`src/rtl/sau_pkg.sv`:
```
package sau_pkg;

    localparam int DATA_W          = 32;
    localparam int REQ_W           = 3;
    localparam int COUNT_OUT_W     = 7;
    localparam int OPERANDS_NEEDED = 2;

    typedef enum logic [REQ_W-1:0] {
        REQ_PUSH = 3'd0,
        REQ_ADD  = 3'd1,
        REQ_SUB  = 3'd2,
        REQ_MUL  = 3'd3,
        REQ_DIV  = 3'd4,
        REQ_MOD  = 3'd5
    } req_type_t;

    typedef enum logic [1:0] {
        ST_OK      = 2'd0,
        ST_SHORT   = 2'd1,
        ST_DIVZERO = 2'd2,
        ST_FULL    = 2'd3
    } status_t;

    typedef enum logic [1:0] {
        CELL_HOLD,
        CELL_FROM_ABOVE,
        CELL_FROM_BELOW
    } cell_mode_t;

    typedef struct packed {
        logic              start;
        logic [DATA_W-1:0] dividend;
        logic [DATA_W-1:0] divisor;
    } div_cmd_t;

    typedef struct packed {
        logic              done;
        logic [DATA_W-1:0] quotient;
        logic [DATA_W-1:0] remainder;
    } div_rsp_t;

endpackage

```
`src/rtl/sau_div.sv`:
```
module sau_div (
    input  logic              clk,
    input  logic              rst_n,
    input  sau_pkg::div_cmd_t cmd,
    output sau_pkg::div_rsp_t rsp
);

    localparam int W    = sau_pkg::DATA_W;
    localparam int CNTW = $clog2(W);
    localparam logic [CNTW-1:0] LAST_STEP = CNTW'(W - 1);

    typedef enum logic {
        D_IDLE,
        D_RUN
    } div_state_t;

    div_state_t     state_reg, state_next;
    logic [CNTW-1:0] cnt_reg, cnt_next;
    logic [W-1:0]   rem_reg, rem_next;
    logic [W-1:0]   quo_reg, quo_next;
    logic [W-1:0]   den_reg, den_next;
    logic           qneg_reg, qneg_next;
    logic           rneg_reg, rneg_next;
    logic           done_reg, done_next;

    logic [W:0]     shifted;
    logic [W:0]     trial;
    logic [W-1:0]   dividend_mag;
    logic [W-1:0]   divisor_mag;

    always_comb
    begin
        dividend_mag = cmd.dividend[W-1] ? (~cmd.dividend + 1'b1) : cmd.dividend;
        divisor_mag  = cmd.divisor[W-1]  ? (~cmd.divisor + 1'b1)  : cmd.divisor;
        shifted      = {rem_reg, quo_reg[W-1]};
        trial        = shifted - {1'b0, den_reg};

        state_next = state_reg;
        cnt_next   = cnt_reg;
        rem_next   = rem_reg;
        quo_next   = quo_reg;
        den_next   = den_reg;
        qneg_next  = qneg_reg;
        rneg_next  = rneg_reg;
        done_next  = 1'b0;

        unique case (state_reg)
            D_IDLE:
            begin
                if (cmd.start)
                begin
                    rem_next   = '0;
                    quo_next   = dividend_mag;
                    den_next   = divisor_mag;
                    qneg_next  = cmd.dividend[W-1] ^ cmd.divisor[W-1];
                    rneg_next  = cmd.dividend[W-1];
                    cnt_next   = '0;
                    state_next = D_RUN;
                end
            end
            D_RUN:
            begin
                rem_next = trial[W] ? shifted[W-1:0] : trial[W-1:0];
                quo_next = {quo_reg[W-2:0], ~trial[W]};
                cnt_next = cnt_reg + 1'b1;
                if (cnt_reg == LAST_STEP)
                begin
                    done_next  = 1'b1;
                    state_next = D_IDLE;
                end
            end
            default: state_next = D_IDLE;
        endcase
    end

    always_ff @(posedge clk or negedge rst_n)
    begin
        if (!rst_n)
        begin
            state_reg <= D_IDLE;
            cnt_reg   <= '0;
            rem_reg   <= '0;
            quo_reg   <= '0;
            den_reg   <= '0;
            qneg_reg  <= 1'b0;
            rneg_reg  <= 1'b0;
            done_reg  <= 1'b0;
        end
        else
        begin
            state_reg <= state_next;
            cnt_reg   <= cnt_next;
            rem_reg   <= rem_next;
            quo_reg   <= quo_next;
            den_reg   <= den_next;
            qneg_reg  <= qneg_next;
            rneg_reg  <= rneg_next;
            done_reg  <= done_next;
        end
    end

    assign rsp.done      = done_reg;
    assign rsp.quotient  = qneg_reg ? (~quo_reg + 1'b1) : quo_reg;
    assign rsp.remainder = rneg_reg ? (~rem_reg + 1'b1) : rem_reg;

endmodule

```
`config.mk`:
```
export PLATFORM = sky130hd
export DESIGN_NAME = sau_div
export DESIGN_NICKNAME = d
export VERILOG_FILES = /design/src/rtl/sau_pkg.sv /design/src/rtl/sau_div.sv
export SDC_FILE = /design/constraint.sdc
export NUM_CORES = 1
export LEC_CHECK = 0
export BUFFER_PORTS_ARGS = -buffer_cell sky130_fd_sc_hd__buf_2
export CORE_ASPECT_RATIO = 1.25
export CORE_MARGIN = 3
export CORE_UTILIZATION = 44
export CTS_CLUSTER_DIAMETER = 120
export DETAILED_ROUTE_END_ITERATION = 12
export PLACE_DENSITY = 0.75
export SKIP_CTS_REPAIR_TIMING = 1
export SYNTH_ARGS = -nofsm -noshare
export SYNTH_HDL_FRONTEND = slang
export SYNTH_SLANG_ARGS = --single-unit
```
`constraint.sdc`:
```
create_clock -name clk -period 4 [get_ports clk]
set_input_delay 0.2 -clock clk [delete_from_list [all_inputs] [get_ports clk]]
set_output_delay 0.2 -clock clk [all_outputs]
set_load 0.02 [all_outputs]
```
**Word-level counts from Yosys, hierarchy flattened**

Index checks and enable logic that the tools add are counted.

- Multiplexer cells: 16
- Add/subtract/negate cells: 6
- Reductions and logical operators: 1
- Eq/ne operators: 2
- Bitwise operators: 7
- Multipliers: 0
- $lt $le $gt $ge: 0
- Div/mod/pow operators: 0
- Shift-type cells: 0

Operators by type and width:

| kind | number |
|---|---|
| $mux W32 | 7 |
| $add A32 B1 Y32 const B | 4 |
| $not A32 Y32 | 4 |
| $pmux W32 S2 | 2 |
| $sub A33 B32 Y33 | 1 |
| $pmux W5 S2 | 1 |
| $add A5 B1 Y5 const B | 1 |
| $eq A5 B5 Y1 const B | 1 |
| $mux W5 | 1 |
| $mux W1 | 4 |
| $ne A2 B2 Y1 const B | 1 |
| $not A1 Y1 | 2 |
| $pmux W1 S2 | 1 |
| $reduce_and A2 Y1 | 1 |
| $xor A1 B1 Y1 | 1 |

- RAM bits: 0
- Bits in registers: 105
- Memories kept: 0
- Word-level logic and storage cells: 40
- Output and inout bits: 65
- Latch bits: 0
- Memory bits (read-only): 0
- Input bits: 67

**Logic depth before layout (Yosys ltp)**

- Depth after elaboration: 5
- Mapped depth: 14
- Depth with buffers taken out: 12

**Worst setup path before layout**

No wires, ideal clock.

- Kind: register to output
- From: register quo_reg[3]
- To: output port rsp[61] in the netlist's numbering
- Cell stages (with the launch flop): 10
- Arrival time: 3.126 ns
- Buffers on the path: 0
- Required time: 3.800 ns
- Slack: 0.674 ns
- Cell sequence: dfrtp_1 > nor2_2 > nand4b_1 > or3_4 > or4_4 > or3_4 > or4_4 > or4_4 > o41ai_2 > xnor2_1

RTL lines:

| item | RTL line | text |
|---|---|---|
| start: declaration | sau_div.sv:20 | `logic [W-1:0] quo_reg, quo_next;` |
| start signal: assignment | sau_div.sv:94 | `quo_reg <= quo_next;` |
| end: declaration | sau_div.sv:5 | `output sau_pkg::div_rsp_t rsp` |

==> impl_results.md <==
- Outcome: finished, violations left
- Failing checks: negative hold slack
- Top cell type's share of synthesized area: a little under a third
- Most used DFF post-synth: dfrtp_1
- GR Util All Layers: 20.5%
- Die Span Y: 163 um
- DR pass1 iterations: 5
- Die Wd: 132 um
- Worst IR drop on VDD: 0.358 mV
- Flops & latches, synth: 105
- Largest net degree at the start of global routing: 76
- Biggest fanout along the worst timing path: 5
- Post-synthesis net count: 1206
- Final WS setup: 0.0877 ns
- Root buf cell: clkbuf_16
- FF-to-FF path depth: 13
- Hold slack: -0.0628 ns
- Placed inst area: 0.00953 sq mm
- Rel. slew slack: 30.5%
- Maxcap violations: 0
- CTS Buf Count: 9
- GR Overflow Total: 0
- Largest family of logic cells by synthesized area: compound AO/OA/AOI/OAI gates
- Simple-gate portion of the synthesized area: between 20% and 30%
- Starting DRC count in detailed routing: 546
- Worst Hold Class: in2async
- Fin crit share: 97.8%
- Final setup violation count: 0
- Synth async-reset ratio: 100%
- Lkg Pwr: ~4.4 nW
- First-pass GRT wire length: 37100 um
- Antenna Nets Post-Route: 0
- R2r startpoint: quo_reg[31]
- Initial antenna violation count: 0
- Number of synthesized flops with an enable pin: 0
- Clock power frac: 8.6%
- Post-Syn Area: 0.00869 sq mm
- DRC Markers: 0
- Crit. End Element: primary output
- Seq/Total Area, Yosys: about 30%
- Critical path class: reg2out
- Inserted Diodes: 0
- Drt total wl: about 22000 um
- Inst Count DP: 1442
- Gpl congestion: 0.895
- Power per cell area: 1040 mW/mm^2
- Final hold violation count: 20
- Routed len/inst: 15.4 um
- Fin crit period: 3.91 ns
- Number of global-route vias before repair: 7614
- Total Die Area: about 0.021 sq mm
- Post-synthesis adder-cell area fraction: under 10%
- Power Internal: 4.95 mW
- Routed vias/inst: 5.63
- Vias: around 8200
- FILL cells: 1862
- Mux contribution to synthesized area: less than 1%
- R2R setup slack: 0.43 ns
- Switching share of power: 51.6%
- Detailed placement HPWL: 16800 um
- Fin. max-slew vios: 0
- Post-synthesis xor/xnor area fraction: approximately 15%
- PortBufs: roughly 130
- Compound-cell area share of the yosys netlist: 22.6%
- Synth top area cells: dfrtp_1, o21ai_0, xnor2_1
- Final Total Pwr: 10.2 mW
- CP Launch Type: flip-flop
- Post-Syn Area per Cell: 7.90 sq um
- Rows: 56
- CP arrival: around 3.7 ns
- CP required: 3.80 ns
- # nets final: 1298
- Fmax: 0.256 GHz
- Synth warn: 0
- Area Overhead vs Synth: 13.3%
- Slew @ Worst Pin: 1.04 ns
- Clk buf depth: 2
- Non-filler instance count after layout: between 1000 and 1500
- CTS tree: done
- Comb power frac: roughly two thirds
- Pre-CTS setup slack: 0.431 ns
- Core Footprint: 0.0191 sq mm
- Htree depth: 3
- TritonCTS Sinks: ~110
- Clk Latency, worst-skew pair: 0.35 ns
- Switch Pwr: 5.28 mW
- Top Ports: 132
- Share of layout cells above drive strength 1: 15.3%
- Netlist cell types: 56
- R2R Path End: rem_reg[7]
- Fin Clk Skew: 0.0132 ns
- Flop pwr share: 23.5%
- Clock-pin slew of the registers on the worst-case setup and hold paths: 0.07 ns
- Non-Filler Cell Area, Final: just under 0.01 sq mm
- Cell count after synthesis: 1100
- Area leader, netlist: dfrtp_1
- Unrepaired setup endpoints after global routing: true
- Starting Density: 45.6%
-- worst max-delay path, cell delays in order, from the launching register on --
cell	delay, ns
dfrtp_2	0.44
nor2_2	0.13
nand4b_1	0.12
or3_4	0.36
or4_4	0.44
or3_4	0.36
or4_4	0.45
or4_4	0.47
o41ai_2	0.26
xnor2_1	0.17
buf_4	0.17
-- layout make-up --
| class | count | area (sq um) | share of cell area [%] |
|---|---|---|---|
| flip-flops and latches | 105 | 2630 | 26.7 |
| clock inverters | 4 | 35.0 | 0.356 |
| well taps | 261 | 327 | 3.32 |
| repair buffers | 143 | 753 | 7.65 |
| multi-input cells | 868 | 5600 | 56.9 |
| clock buffers | 12 | 256 | 2.60 |
| inverters | 65 | 244 | 2.48 |
-- cell usage in the layout, fill, tap and decap left out, drive strengths merged, types with 6 or more instances in the layout --
cell,n
nor3,14
clkbuf,12
nor2,24
a21o,10
nand3,54
or3,20
dfrtp,105
or4,19
a21oi,33
o211ai,8
o21ai,152
o311ai,16
xor2,64
a31oi,15
mux2i,6
nor2b,7
nand2,167
buf,143
ha,38
xnor2,85
nand2b,10
o41ai,17
o31ai,35
inv,67
and3,18
nor4,8
-- power groups by stage --
stage / sequential (mW) / combinational [mW] / clock [mW]
after floorplan: 2.10 / 5.28 / 0
final: 2.40 / 6.95 / 0.878
after CTS: 2.37 / 6.93 / 0.891
after global placement: 2.36 / 6.74 / 0
after global routing: 2.50 / 7.71 / 0.926
after detailed placement: 2.39 / 6.87 / 0
-- metrics by stage --
step           utilization (%)  TNS [ns]
2_1_floorplan                -         0
3_3_place_gp              50.0         0
3_5_place_dp              50.0         0
4_1_cts                   51.6         0
5_1_grt                   51.7    -0.182
6_report                  51.7         0
-- per-layer routing --
metal / GRT usage [%] / wire length, um / part of all wire (%) / up-vias
li1: - / - / - / 4117
met1: 27.1 / 10300 / 46 / 3824
met2: 35.2 / 10600 / 47 / 233
met3: 2.00 / 1020 / 4.5 / 32
met4: 7.12 / 536 / 2.4 / 0
met5: 0 / 0 / 0 / -
-- cells in the mapped netlist, drive strengths merged, types with 8 or more instances --
cell type  instances
or4               19
nor4               8
nand2b            10
inv               65
nor2              24
a31oi             15
clkbuf            54
o41ai             17
nor3              14
ha                38
or3               20
a21oi             33
dfrtp            105
o211ai             8
o311ai            16
a21o              10
o31ai             35
o21ai            152
xnor2             85
and3              18
buf                8
nand2            167
nand3             54
xor2              64
-- cell families after synthesis --
family,Yosys count
AOI/OAI and AO/OA,315
xor gates and xnor gates,149
adders and majority gates,39
buffers and inverters,127
DFF,105
muxes,6
and+or+nand+nor,359
-- worst max path at each step --
stage / start / end
finish: quo_reg[3] / rsp[61]
global route: quo_reg[3] / rsp[59]
CTS: quo_reg[3] / rsp[61]
detailed placement: quo_reg[3] / rsp[61]
global placement: quo_reg[3] / rsp[61]
floorplan: quo_reg[3] / rsp[61]
Power figures use the tool's default switching activity.
