File: config.mk
export PLATFORM = sky130hd
export DESIGN_NAME = sau_cell
export DESIGN_NICKNAME = d
export VERILOG_FILES = /design/src/rtl/sau_pkg.sv /design/src/rtl/sau_cell.sv
export SDC_FILE = /design/constraint.sdc
export NUM_CORES = 1
export LEC_CHECK = 0
export ABC_AREA = 1
export CORE_MARGIN = 4
export CORE_UTILIZATION = 55
export DETAILED_ROUTE_END_ITERATION = 12
export DONT_BUFFER_PORTS = 1
export GPL_TIMING_DRIVEN = 0
export PLACE_DENSITY = 0.7
export SYNTH_ARGS = -nofsm -noshare
export SYNTH_HDL_FRONTEND = slang
export SYNTH_SLANG_ARGS = --single-unit
File: constraint.sdc
create_clock -name clk -period 2.05 [get_ports clk]
set_input_delay 0.205 -clock clk [delete_from_list [all_inputs] [get_ports clk]]
set_output_delay 0.205 -clock clk [all_outputs]
set_load 0.02 [all_outputs]
File: src/rtl/sau_pkg.sv
package sau_pkg;

    localparam int DATA_W          = 32;
    localparam int REQ_W           = 3;
    localparam int COUNT_OUT_W     = 7;
    localparam int OPERANDS_NEEDED = 2;

    typedef enum logic [REQ_W-1:0] {
        REQ_PUSH = 3'd0,
        REQ_ADD  = 3'd1,
        REQ_SUB  = 3'd2,
        REQ_MUL  = 3'd3,
        REQ_DIV  = 3'd4,
        REQ_MOD  = 3'd5
    } req_type_t;

    typedef enum logic [1:0] {
        ST_OK      = 2'd0,
        ST_SHORT   = 2'd1,
        ST_DIVZERO = 2'd2,
        ST_FULL    = 2'd3
    } status_t;

    typedef enum logic [1:0] {
        CELL_HOLD,
        CELL_FROM_ABOVE,
        CELL_FROM_BELOW
    } cell_mode_t;

    typedef struct packed {
        logic              start;
        logic [DATA_W-1:0] dividend;
        logic [DATA_W-1:0] divisor;
    } div_cmd_t;

    typedef struct packed {
        logic              done;
        logic [DATA_W-1:0] quotient;
        logic [DATA_W-1:0] remainder;
    } div_rsp_t;

endpackage

File: src/rtl/sau_cell.sv
module sau_cell (
    input  logic                          clk,
    input  sau_pkg::cell_mode_t           mode,
    input  logic [sau_pkg::DATA_W-1:0]    from_above,
    input  logic [sau_pkg::DATA_W-1:0]    from_below,
    output logic [sau_pkg::DATA_W-1:0]    value
);

    logic [sau_pkg::DATA_W-1:0] value_reg;
    logic [sau_pkg::DATA_W-1:0] value_next;

    always_comb
    begin
        case (mode)
            sau_pkg::CELL_FROM_ABOVE: value_next = from_above;
            sau_pkg::CELL_FROM_BELOW: value_next = from_below;
            default:                  value_next = value_reg;
        endcase
    end

    always_ff @(posedge clk)
    begin
        value_reg <= value_next;
    end

    assign value = value_reg;

endmodule

== Word level (Yosys, flattened, before mapping) ==
Index checks and enable logic that the tools add are counted.

* Bits in registers: 32
* Input bits: 67
* Output and inout bits: 32
* Logic and storage cells: 5

* Equal/unequal tests: 2
* Mux-type cells: 1
* Reductions and logical operators: 1

{| class="wikitable"
|+ Operators by type and width
! operator !! count
|-
| 32-bit case mux with 2 select lines || 1
|-
| 2-bit by 1-bit == test with 1-bit output (second input constant) || 1
|-
| 2-bit == test (second input constant) || 1
|-
| 2-bit nonzero test || 1
|}

== Logic depth before layout (Yosys ltp) ==
Gate-level depths: netlist of run 1.

* Depth in word-level cells: 2
* Depth in mapped cells: 7
* Depth with buffers taken out: 5

== Least setup slack after synthesis of run 1 ==
Ideal clock, no wire load.

* Kind: input -> register
* Start: input mode[0]
* End: register value_reg, in the netlist value[0] (enable)
* Setup time: 0.387 ns
* Arrival time: 1.143 ns
* Required time: 1.663 ns
* Setup slack: 0.520 ns
* Cell stages on the path: 3
* Path buffers: 0
* Cells stage by stage: inv_1 > ha_1 > inv_1

* Word-level cells in the longest chain between the ends: 2
* Elaborated cells on any way between the ends: 3
* Those cells by class: eq/ne: 2; reduce/logical: 1

{| class="wikitable"
|+ Ends and longest elaborated chain
! element !! line !! RTL
|-
| start, declared || sau_cell.sv:3 || <nowiki>input sau_pkg::cell_mode_t mode,</nowiki>
|-
| 2-bit == test or 2-bit by 1-bit == test with 1-bit output (tied branches) || sau_cell.sv:14 || <nowiki>case (mode)</nowiki>
|-
| 2-bit nonzero test (no source line) (*) || n/a ||
|-
| end signal, assigned || sau_cell.sv:23 || <nowiki>value_reg <= value_next;</nowiki>
|-
| end, declared || sau_cell.sv:9 || <nowiki>logic [sau_pkg::DATA_W-1:0] value_reg;</nowiki>
|}

Every way passes the cells marked *; elsewhere a longest branch is shown, timed or not.
A chain may end at the register's enable or synchronous reset.

== Worst setup path in the final report of run 1 ==
* Start: input mode[0]
* End: register value_reg, in the netlist value[29] (enable)

Same word-level chain as after synthesis.

==> results of run 1 <==
[report_power, final]
| group | switching, mW | internal (mW) | total, mW |
|---|---|---|---|
| combinational | 0.0756 | 0.0434 | 0.119 |
| sequential | 0.154 | 0.844 | 0.999 |
| clock | 0.190 | 0.126 | 0.316 |
| total | 0.420 | 1.01 | 1.43 |
[metrics by stage]
| stage | cells | area, um2 |
|---|---|---|
| finish | 176 | 1560 |
| global route | 176 | 1560 |
| CTS | 176 | 1560 |
| detailed placement | 169 | 1510 |
| global placement | 169 | 1510 |
| floorplan | 139 | 1470 |
[per-layer routing]
layer	track usage [%]	part of all wire, %	up-vias
met5	0	0	-
met1	15.4	33	405
met2	25.9	51	61
met4	4.75	0.52	0
met3	10.8	15	2
li1	-	-	454
[layout make-up]
class | count | area, um2 | share of cell area, %
plain buffers | 7 | 95.1 | 6.11
flip-flops and latches | 32 | 961 | 61.7
inverters | 3 | 18.8 | 1.21
clock inverters | 1 | 5.00 | 0.322
multi-input cells | 97 | 398 | 25.6
clock buffers | 6 | 41.3 | 2.65
well taps | 30 | 37.5 | 2.41
[how the worst max path moves through the flow]
stage	slack, ns	end	startpoint
detailed placement	0.26	value[14]$_DFFE_PP_	mode[0]
finish	0.63	value[29]$_DFFE_PP_	mode[0]
global route	0.53	value[25]$_DFFE_PP_	mode[0]
global placement	0.32	value[12]$_DFFE_PP_	mode[0]
CTS	0.60	value[7]$_DFFE_PP_	mode[0]
floorplan	0.52	value[0]$_DFFE_PP_	mode[0]
[layout by cell type, fill, tap and decap left out, drive strengths merged]
| cell | n |
|---|---|
| nand2 | 96 |
| inv | 3 |
| clkbuf | 9 |
| edfxtp | 32 |
| clkinv | 1 |
| ha | 1 |
| buf | 4 |
[cells by family after synthesis]
family,share of synthesized area (%)
adders and majority gates,0.849
and+or+nand+nor,26.2
buffers and inverters,7.73
DFF,65.3
==> run metrics, run 1 <==
most used cell, CP=inv_1; Core ar.=2520 um2; Crit Path Max Fanout=32; fin nets=214; I/O pin count=99; Die ar.=3570 um2; worst path bufs/invs=2; crit-path max cell delay=0.85 ns; worst hold path type=primary input to flip-flop; Post-synth EDFFs=32; largest net degree at the start of global routing=33; cell family with most CP delay=buffers and inverters; CP Data Arrival Time=1.36 ns; Layout area overhead=5.69%; Final Power=1.43 mW; power per cell area=921 nW/um2; CTS root buf=clkbuf_4; most common cell in the netlist=nand2_1; Die Wd=59.7 um; Req. time, crit path=1.98 ns; outcome=complete, no violations; DIE HEIGHT=59.7 um; n_diodes=0; post-cts hold buffer count=0; Vias per Instance=5.24; DR iter-0 viols=29; peak supply drop=0.528 mV; WS Path Type=primary input to flip-flop; Worst slew margin=21.5%; sequential-to-total area share from yosys stat=65.3%; clock net sink count=32; GR Util All Layers=15.6%; Final period util=69.4%; top cells by count, synth=nand2_1, edfxtp_1, nand2_2; # setup viols final=0; Synth Area per Inst=10.6 um2; First-pass DRT Iterations=4; Post-Syn Area=1470 um2; Worst Setup Start Kind=primary input; hold path depth=2; Slew @ Worst Pin=1.18 ns; Worst-path clk slew=0.10 ns; first-pass GRT wire length=3.90 mm; number of setup buffers added after CTS=0; # fillers=203; hold_sp=from_above[24]; Final Hold Vio Count=0; Max Cap Viol=0; area share of the largest cell type after synthesis=65.3%; antenna violations before repair=0; drt wl/cell=16.2 um; grt ovf=0; async set-reset flop share out of synthesis=0%; Main synth FF type=edfxtp_1; CTS Buffer Depth=2; slowest CP cell=inv_1; starting density of the core=58.4%; CTS resizes=0; Lkg Pwr=0.692 nW; final setup TNS=0 ns; crit path time final=1.42 ns; Largest register FFs=32; H-tree depth=2; FP Rows=18; Cell Chain, Critical Path=inv_1 -> ha_1 -> inv_1; Antenna Nets Post-Route=0; Placer Congestion=0.668; Layout Utilization=61.7%; CTS tree=built; final wirelength=2.86 mm; DRC Markers=0; worst slack at placement=0.264 ns; warnings from Yosys=0; IO Port Bufs=0; RSZ-0062 raised after global routing=no; WHS Endpoint=value[24]$_DFFE_PP_; Distinct cells, synth=9; Cells after Synth=139; final setup margin=0.627 ns; Seq cells post-synth=32; HPWL after detailed placement=2.18 mm; Area contributors post-synth=edfxtp_1, nand2_1, nand2_2, clkbuf_8, buf_6; Vias=922; endpoint class of the critical path=flip-flop; max-slew violations=0; share of cells above drive strength 1=16.4%; Synth area leader=edfxtp_1; final hold slack=0.0585 ns; vias in the first global route=870; fmax=703 MHz; critical path depth=3; Inserted Clock Buffers=5; Synthesized Nets=207
No activity file was read; power rests on OpenSTA's default activity.
==> run 2, diff against run 1 <==
--- a/config.mk
+++ b/config.mk
@@ -11,7 +11,7 @@
 export DETAILED_ROUTE_END_ITERATION = 12
 export DONT_BUFFER_PORTS = 1
 export GPL_TIMING_DRIVEN = 0
-export PLACE_DENSITY = 0.7
+export PLACE_DENSITY = 0.73
 export SYNTH_ARGS = -nofsm -noshare
 export SYNTH_HDL_FRONTEND = slang
 export SYNTH_SLANG_ARGS = --single-unit
==> constraint.sdc (replaced) <==
create_clock -name clk -period 1.2 [get_ports clk]
set_input_delay 0.12 -clock clk [delete_from_list [all_inputs] [get_ports clk]]
set_output_delay 0.12 -clock clk [all_outputs]
set_load 0.02 [all_outputs]
==> run metrics, run 2 (same netlist as run 1, synthesis figures left out) <==
WS Path Type=primary input to flip-flop; Gate power share=15.0% (+6.7 points); worst path bufs/invs=2 (unchanged); CP Data Arrival Time=0.93 ns (-0.43 ns); CTS Buffer Depth=2 (unchanged); Layout area overhead=49.4%; clock share of power=20.8% (-1.3 points); Reg power frac=64.2% (-5.4 points); I/O pin count=99 (unchanged); Setup crit end=value[15]$_DFFE_PP_; Die ar.=3570 um2 (unchanged); RSZ-0062 raised after global routing=no; GR Util All Layers=25.1% (+9.5 points); Antenna Nets Post-Route=0 (unchanged); Vias=1257 (+36%); CTS tree=built; internal power=1.87 mW (+84%); fin nets=276 (+29%); Sequential cell area=961 um2 (unchanged); first-pass GRT wire length=6.38 mm (+64%); worst hold path type=primary input to flip-flop; endpoint class of the critical path=flip-flop; Worst-path clk slew=0.08 ns (-0.02 ns); vias in the first global route=1381 (+59%); area of the multi-input gates=410 um2 (+3.1%); Final Hold Vio Count=0 (unchanged); fmax=941 MHz; Cell Chain, Critical Path=inv_6 -> ha_4 -> clkinvlp_4; crit-path max cell delay=0.52 ns (-0.33 ns); Core ar.=2520 um2 (unchanged); antenna violations before repair=1 (+1); Sw Share=29.8% (+0.50 points); First-pass DRT Iterations=4 (unchanged); Largest register FFs=32 (unchanged); Final period util=88.5%; Max Cap Viol=0 (unchanged); most common cell after layout, fill and taps aside=nand2_1; Crit Path Max Fanout=32 (unchanged); power per cell area=1210 nW/um2 (+31%); H-tree depth=2 (unchanged); final hold slack=0.0138 ns (-0.0446 ns); peak supply drop=0.988 mV (+87%); Req. time, crit path=1.06 ns (-0.92 ns); outcome=complete, no violations; Vias per Instance=5.26 (+0.40%); Inserted Clock Buffers=5 (unchanged); starting density of the core=58.4% (unchanged); crit path time final=1.06 ns; HPWL after detailed placement=2.19 mm (+0.53%); Layout Utilization=87.3% (+26 points); Placer Congestion=0.675 (+0.97%); Slew @ Worst Pin=0.657 ns (-0.519 ns); final wirelength=4.30 mm (+50%); share of cells above drive strength 1=13.0% (-3.5 points); Die Wd=59.7 um (unchanged); number of setup buffers added after CTS=0 (unchanged); CTS root buf=clkbuf_4; drt wl/cell=18.0 um (+11%); critical path depth=3 (unchanged); # setup viols final=0 (unchanged); hold path depth=2 (unchanged); DRC Markers=0 (unchanged); largest net degree at the start of global routing=33 (unchanged); cell family with most CP delay=buffers and inverters; Final Non-Filler Cells=239 (+36%); clock net sink count=32 (unchanged); DR iter-0 viols=85 (+190%); Worst Setup Start Kind=primary input; Worst slew margin=56.1% (+35 points); most frequent cells in the layout=nand2_1, dlygate4sd3_1, edfxtp_1; grt ovf=0 (unchanged); crit path from=mode[0]; # fillers=125 (-38%); FP Rows=18 (unchanged); DIE HEIGHT=59.7 um (unchanged); Placed Cells=169 (unchanged); Net Sw Power=0.794 mW (+89%); IO Port Bufs=0 (unchanged); Final Power=2.66 mW (+86%); Lkg Pwr=0.945 nW (+37%); max-slew violations=0 (unchanged); slowest CP cell=clkinvlp_4
## run 2: per-stage QoR
step	setup TNS (ns)	instance area, um2	worst slack, ns
floorplan	0	1490	0.00190
global placement	-5.69	1530	-0.179
detailed placement	-6.34	1530	-0.199
CTS	0	2200	0.140
global route	0	2200	0.0979
finish	0	2200	0.138
## run 2: what timing repair did
action,in CTS,in global routing
gates resized for setup,0,0
hold buffers,62,0
endpoints found under the hold margin,31,0
## run 2: area by class of cell
type | count | area share [%]
inverters | 3 | 1.25
repair buffers | 62 | 28.2
well taps | 30 | 1.71
flip-flops and latches | 32 | 43.7
multi-input cells | 97 | 18.6
plain buffers | 7 | 4.32
diodes | 1 | 0.114
clock buffers | 6 | 1.88
clock inverters | 1 | 0.227
## run 2: how the worst min path moves through the flow
| stage | from | endpoint |
|---|---|---|
| 3_5_place_dp | from_above[7] | value[7]$_DFFE_PP_ |
| 2_1_floorplan | from_above[0] | value[0]$_DFFE_PP_ |
| 5_1_grt | from_above[11] | value[11]$_DFFE_PP_ |
| 4_1_cts | from_above[11] | value[11]$_DFFE_PP_ |
| 3_3_place_gp | from_above[4] | value[4]$_DFFE_PP_ |
| 6_report | from_above[11] | value[11]$_DFFE_PP_ |
## run 2: power by group through the flow
stage               Combinational [mW]  Sequential, mW  Clock, mW
finish                           0.400            1.71      0.553
global route                     0.434            1.73      0.612
CTS                              0.381            1.71      0.565
detailed placement               0.217            1.74          0
global placement                 0.203            1.73          0
floorplan                        0.177            1.71          0
## run 2: per-layer routing
metal,GRT usage (%),wire length [um],vias to the layer above
met3,7.13,401,11
met2,46.6,2380,84
met4,11.7,113,0
met5,0,0,-
li1,-,-,580
met1,25.3,1400,582
